## src/hdl/seven_segment_scan_driver_top_macros.svh

```systemverilog
// ---------------------------------------------------------------------------
// Assertion macros shared by the display driver modules
// ---------------------------------------------------------------------------
`ifndef SEVEN_SEGMENT_SCAN_DRIVER_TOP_MACROS_SVH
`define SEVEN_SEGMENT_SCAN_DRIVER_TOP_MACROS_SVH

// Check a property on every rising clock edge outside reset
`define SSD_ASSERT(label, clk, rst, prop) \
   label: assert property (@(posedge clk) disable iff (rst) (prop)) \
      else $error("display driver assertion failed");

// Check that a condition is followed by another in the next cycle
`define SSD_ASSERT_NEXT(label, clk, rst, ante, cons) \
   label: assert property (@(posedge clk) disable iff (rst) (ante) |=> (cons)) \
      else $error("display driver sequence assertion failed");

`endif

```

## src/hdl/ssd_pkg.sv

```systemverilog
`timescale 1ns / 1ps
// ---------------------------------------------------------------------------
// ssd_pkg
// Shared types, codes and segment tables of the seven-segment scan driver.
// ---------------------------------------------------------------------------
package ssd_pkg;

   // request operation codes
   localparam logic OP_LOAD = 1'b0;
   localparam logic OP_TICK = 1'b1;

   // decimal point position in a segment byte
   localparam int DOT_BIT = 7;
   localparam logic [7:0] DOT_MASK = 8'h80;

   // reciprocal of ten for a 32-bit dividend, quotient = (v * RECIP_TEN) >> 35
   localparam logic [31:0] RECIP_TEN = 32'hCCCC_CCCD;
   localparam int RECIP_SHIFT = 35;

   // classified request passed from the front end to the back end
   typedef struct packed {
      logic        is_tick;
      logic [31:0] value;
      logic [2:0]  dot_position;
   } cmd_type;

   // common cathode pattern of one decimal digit, segment a in bit 0
   function automatic logic [7:0] seg_cathode(input logic [3:0] digit);
      logic [7:0] pat;
      case (digit)
         4'd0: pat = 8'b0011_1111;
         4'd1: pat = 8'b0000_0110;
         4'd2: pat = 8'b0101_1011;
         4'd3: pat = 8'b0100_1111;
         4'd4: pat = 8'b0110_0110;
         4'd5: pat = 8'b0110_1101;
         4'd6: pat = 8'b0111_1101;
         4'd7: pat = 8'b0000_0111;
         4'd8: pat = 8'b0111_1111;
         4'd9: pat = 8'b0110_1111;
         default: pat = 8'b0000_0000;
      endcase
      return pat;
   endfunction

   // common anode pattern of one decimal digit
   function automatic logic [7:0] seg_anode(input logic [3:0] digit);
      logic [7:0] pat;
      case (digit)
         4'd0: pat = 8'b1100_0000;
         4'd1: pat = 8'b1111_1001;
         4'd2: pat = 8'b1010_0100;
         4'd3: pat = 8'b1011_0000;
         4'd4: pat = 8'b1001_1001;
         4'd5: pat = 8'b1001_0010;
         4'd6: pat = 8'b1000_0010;
         4'd7: pat = 8'b1111_1000;
         4'd8: pat = 8'b1000_0000;
         4'd9: pat = 8'b1001_0000;
         default: pat = 8'b1111_1111;
      endcase
      return pat;
   endfunction

endpackage

```

## src/hdl/ssd_front.sv

```systemverilog
`timescale 1ns / 1ps
// ---------------------------------------------------------------------------
// ssd_front
// Accepts requests, classifies them as load or tick and queues up to two
// classified requests for the back end.
// ---------------------------------------------------------------------------
`include "seven_segment_scan_driver_top_macros.svh"

module ssd_front (
   input  logic            clock,
   input  logic            reset,
   input  logic            req_valid,
   output logic            req_ready,
   input  logic            req_op,
   input  logic [31:0]     req_value,
   input  logic [2:0]      req_dot_position,
   output logic            cmd_valid,
   input  logic            cmd_ready,
   output ssd_pkg::cmd_type cmd
);
   import ssd_pkg::*;

   cmd_type    queue_ff [2];
   logic       wr_ptr_ff, wr_ptr_in;
   logic       rd_ptr_ff, rd_ptr_in;
   logic [1:0] count_ff, count_in;
   logic       push, pop;
   cmd_type    entry;

   // classify the incoming request
   always_comb begin
      entry.is_tick      = (req_op == OP_TICK);
      entry.value        = req_value;
      entry.dot_position = req_dot_position;
   end

   assign req_ready = (count_ff != 2'd2);
   assign cmd_valid = (count_ff != 2'd0);
   assign cmd       = queue_ff[rd_ptr_ff];
   assign push      = req_valid && req_ready;
   assign pop       = cmd_valid && cmd_ready;

   // advance pointers and fill count
   always_comb begin
      wr_ptr_in = push ? !wr_ptr_ff : wr_ptr_ff;
      rd_ptr_in = pop ? !rd_ptr_ff : rd_ptr_ff;
      count_in  = count_ff;
      if (push && !pop) begin
         count_in = count_ff + 2'd1;
      end else if (pop && !push) begin
         count_in = count_ff - 2'd1;
      end
   end

   always_ff @(posedge clock) begin
      if (reset) begin
         wr_ptr_ff <= 1'b0;
         rd_ptr_ff <= 1'b0;
         count_ff  <= 2'd0;
      end else begin
         wr_ptr_ff <= wr_ptr_in;
         rd_ptr_ff <= rd_ptr_in;
         count_ff  <= count_in;
      end
   end

   // store the classified request
   always_ff @(posedge clock) begin
      if (push) begin
         queue_ff[wr_ptr_ff] <= entry;
      end
   end

   `SSD_ASSERT(a_count_range, clock, reset, count_ff <= 2'd2)
   `SSD_ASSERT_NEXT(a_fill_to_full, clock, reset, (count_ff == 2'd1) && push && !pop, !req_ready)

endmodule

```

## config.mk

```make
export PLATFORM = sky130hd
export DESIGN_NAME = ssd_front
export DESIGN_NICKNAME = d
export VERILOG_FILES = /design/src/hdl/ssd_pkg.sv /design/src/hdl/ssd_front.sv
export VERILOG_INCLUDE_DIRS = /design/src /design/src/hdl
export SDC_FILE = /design/constraint.sdc
export NUM_CORES = 1
export LEC_CHECK = 0
export BUFFER_PORTS_ARGS = -buffer_cell sky130_fd_sc_hd__buf_2
export CORE_MARGIN = 3
export CORE_UTILIZATION = 25
export CTS_BUF_LIST = sky130_fd_sc_hd__clkbuf_4
export CTS_CLUSTER_SIZE = 30
export DETAILED_ROUTE_END_ITERATION = 12
export PLACE_DENSITY_LB_ADDON = 0.15
export SYNTH_ARGS = -nofsm -noshare
export SYNTH_HDL_FRONTEND = slang
export SYNTH_SLANG_ARGS = --single-unit
```

## constraint.sdc

```tcl
create_clock -name clock -period 3.9 [get_ports clock]
set_clock_uncertainty 0.1 [all_clocks]
set_input_delay 0.78 -clock clock [delete_from_list [all_inputs] [get_ports clock]]
set_output_delay 0.78 -clock clock [all_outputs]
set_load 0.005 [all_outputs]
```

After elaboration in Yosys (flattened, before gate mapping) --
Memory sizes are Yosys's and may differ from the RTL's. A register that Yosys moved wholly into a read port is not among the register bits. Cells that the tools add are included.
Cells by class: div/mod/pow operators 0, reduce and logical (&&, ||, !) cells 10, shifts and indexed selects 0, $lt $le $gt $ge 0, eq/ne operators 1, multiply operators 0, add/subtract/negate cells 2, bitwise operators 0, multiplexer cells 6
Operator list (number):
- $logic_and A1 B1 Y1 | 4
- $logic_not A1 Y1 | 4
- $mux W1 | 4
- $mux W2 | 2
- $reduce_bool A2 Y1 | 2
- $add A2 B1 Y2 const B | 1
- $ne A2 B2 Y1 const B | 1
- $sub A2 B1 Y2 const B | 1
Word-level totals: bits in read-only memories 0, register bits after elaboration 4, output and inout bits 38, latch bits 0, bits in writable memories 72, memories kept 1, bits of input ports 40, word-level logic and storage cells 23
Memories:
- queue_ff | depth 2, width 36, rd ports 1, clocked after Yosys merged registers in 1, wr ports 1, line ssd_front.sv:23 | cmd_type queue_ff [2];

Depth between registers and ports, before layout --
depth in word-level cells 6, depth in mapped cells 6, mapped depth without buffers 6

Least setup slack after synthesis --
Ideal clock, no wire load.
path kind input -> register, start input port req_valid, end memory queue_ff[1][0] (netlist name), enable pin, arrival time 1.704 ns, data required time 3.403 ns, slack 1.700 ns, buffers on the path 0, stages 1, library setup time 0.397 ns, cell sequence and3_1
On the way: word-level cells in the longest chain between the ends 3
RTL lines:
- start: declaration | line ssd_front.sv:12 | input logic req_valid,
- $logic_and A1 B1 Y1 | line ssd_front.sv:40 | assign push = req_valid && req_ready;
- $mux W1 | line ssd_front.sv:69 | if (push) begin
- $mux W1 (implied by the code) | line ssd_front.sv:70 | queue_ff[wr_ptr_ff] <= entry;
- end: declaration | line ssd_front.sv:23
No other way between the ends.

==> impl_summary.md <==
Outcome
The run finished with clean final reports.

Timing
The post-route setup TNS is 0 ns. The setup-violating endpoint count in the final report is 0. The transition time at the pin with the least slew margin is 0.914 ns. Setup repair after global routing left no endpoint under its margin. The number of endpoints with negative hold slack in the final report is 0. In this run the tightest slew margin relative to its limit is 39.1%. The total count of max-transition violations in the final report was 0.

The final critical-path share of the clock period is 71.9%. The time the worst path needs with I/O delays and setup is 2.80 ns. The maximum clock frequency is 357 MHz.

Pwr
The worst supply voltage drop on vdd is 0.251 mV. The internal power is 1.68 mW. In this run the static leakage power is 1.31 nW. Of the total power, registers draw 50.5%. The power density over cell area is 621 nW/um2. The switching power of the nets is 0.532 mW. The power share of the combinational group is 20.3%. Of the total power, the share spent switching nets is 24.0%. The clock network is responsible for 29.2% of the overall power. Overall power consumption after layout is estimated at 2.21 mW.

Synth
The share of synthesized area occupied by flip-flops and latches is 80.3%. The number of library cell types mapped by synthesis is 18. Summed over its instances, the top area cell type makes up 76.7% of the synthesized netlist area. By area the synthesized netlist is led by edfxtp_1 (77%), mux2_2 (14%), dfxtp_1 (3.6%), xor2_1 (0.93%), buf_4 (0.80%).

The most repeated cell in the gate-level netlist after synthesis is edfxtp_1. The synthesized design contains 72 enable-type register cells. Ranked by instance count, the synthesized netlist is headed by edfxtp_1 (72), mux2_2 (36), dfxtp_1 (5).

The combined area of all synthesized cells is 2820 um2. The fraction of registers with async set or reset after synthesis is 0%. The number of register bits inferred by synthesis is 77. For this run, the number of Yosys warnings is 0. Each instance of the synthesized netlist takes up on average 20.7 um2. The primary flip-flop cell chosen by synthesis mapping is edfxtp_1.

After technology mapping, the gate count stands at 136. The largest area contributor in the netlist is edfxtp_1. Synthesis produced a netlist with a net count of 177.

Min path
In this run the worst hold path is classified as reg -> reg.

Finish
The number of antenna diodes in the final layout is 0. The fraction of final layout cells sized beyond drive strength 1 is 58.7%. The net total in the final layout is 262.

From synthesis to final layout, the design area changed by 26.3%.

Global routing
The first global-routing pass estimated 8630 um of wire. The via count of the first global-routing pass is 1685. Entering global routing, the biggest net connects 37 pins.

The total grt overflow is 0. The initial antenna violation count is 0. In the global route stage, overall resource usage came out at 9.06%.

Clocking
The TritonCTS clock tree is built. Clock-pin slew was measured on the worst setup and hold paths at 0.11 ns. The total clock buffers created by CTS is 9. The quantity of gates resized following cts is 0. In this run the deepest clock path goes through 2 buffers. The clock tree root buffer cell is clkbuf_4. The clock reaches the later pin of the worst-skew pair after 0.40 ns. Hold repair after CTS inserted 0 buffers. The number of sinks on the clock net is 77. CTS built an H-tree with a depth of 3. The number of buffers inserted by post-CTS setup repair is 0.

Critical path
Along the worst path, the maximum fanout reaches 36. The endpoint type of the worst setup path is a primary output. Data arrives at the worst endpoint at 1.92 ns. The worst path required time is 3.02 ns. Setup slack on the worst reg-to-reg path comes out at 1.99 ns. STA classifies the critical path startpoint as a flop. The worst setup path is of the reg -> out kind.

Routing
In the routed layout, each cell is associated on average with a via count of 4.02. Once detail routing completed, the nets flagged for antenna violations numbered 0. The count of TritonRoute iterations in the first routing pass is 4.

In the routed design, unresolved DRC markers number 0. The final routed wirelength across all metal layers is 5290 um. The starting DRC count in detailed routing is 75. Detailed routing inserted a total of 1469 vias.

Dividing the detail-routed wire length by the instance count gives 14.5 um.

Die
The floorplan step defined a core boundary enclosing 10900 um2. The die covers 12600 um2. The initial utilization of the core area, before any placement, comes to 25.8%. Measured along the x axis, the die boundary spans 112 um. The floorplan step set the die height to 112 um. The number of top-level design ports is 78. The floorplan has 38 rows.

Placement
Port buffering added 77 buffers. The routability congestion estimate is 0.648. The sum of net half-perimeters after detailed placement is 3430 um.

Flow run
Across the run, the number of max-cap violations was 0.
## through the flow
stage                     cell area [um2]  std cells  utilization (%)  setup slack [ns]  hold WS [ns]
final                                3560        365             32.6              1.10         0.418
after global routing                 3560        365             32.6             0.911         0.404
after CTS                            3560        365             32.6             0.993         0.413
after detailed placement             3360        350             30.7              1.47         0.398
after global placement               3360        350             30.7              1.45         0.386
after floorplan                      2820        136                -              1.70         0.371
## worst max-delay path, cell delays in order (launching register included)
cell	delay [ns]
dfxtp_2	0.95
mux2_2	0.44
buf_2	0.13
## kinds of logic after synthesis
group | share of synthesized area, %
mux | 14.4
simple gates | 1.78
flops | 80.3
buf+inv | 1.11
fa+ha+maj | 0.444
xor+xnor | 0.933
compound gates | 1.07
## final timing paths
kind                            depth (start not counted)        start        endpoint
worst max-delay path                                    2         flop         cmd[28]
worst min-delay path                                    2    rd_ptr_ff            flop
worst max register to register                          2  count_ff[0]  queue_ff[1][7]
worst min register to register                          2    rd_ptr_ff            flop
## cells in the final DEF (no fill, tap or decap), types with 2 or more instances in the layout
cell and instances:
buf_2 77, xor2_1 3, nor2_1 3, clkinv_1 2, bufinv_16 4, a21oi_1 2, o21ai_0 2, dfxtp_1 4
edfxtp_1 72, mux2_2 36, clkbuf_4 10
## state kept, by name, indices dropped and copies added, names as in the netlist, named ones only
signal and count:
count_ff 2, rd_ptr_ff 1, wr_ptr_ff 1, queue_ff 72
## area by class of cell
cell class,count,area [um2]
fill,1113,7380
clock inverter,5,124
clock buffer,10,75.1
tap,140,175
sequential,77,2260
inverter,1,3.75
multi-input combinational,54,526
timing repair buffer,78,393
## per-layer routing
layer	part of all wire, %	vias to the layer above	track usage, %	wire (um)
met5	0	-	0	0
met4	1.6	0	4.09	85
met3	6.2	7	3.72	329
met2	48	42	14.3	2520
met1	45	721	10.8	2360
li1	-	699	-	-
## power by group through the flow
stage / sequential, mW / clock, mW / combinational (mW)
after floorplan: 1.08 / 0 / 0.317
after global placement: 1.14 / 0 / 0.465
after detailed placement: 1.14 / 0 / 0.464
after CTS: 1.12 / 0.672 / 0.467
after global routing: 1.14 / 0.705 / 0.505
final: 1.12 / 0.645 / 0.450
Power figures use the tool's default switching activity.
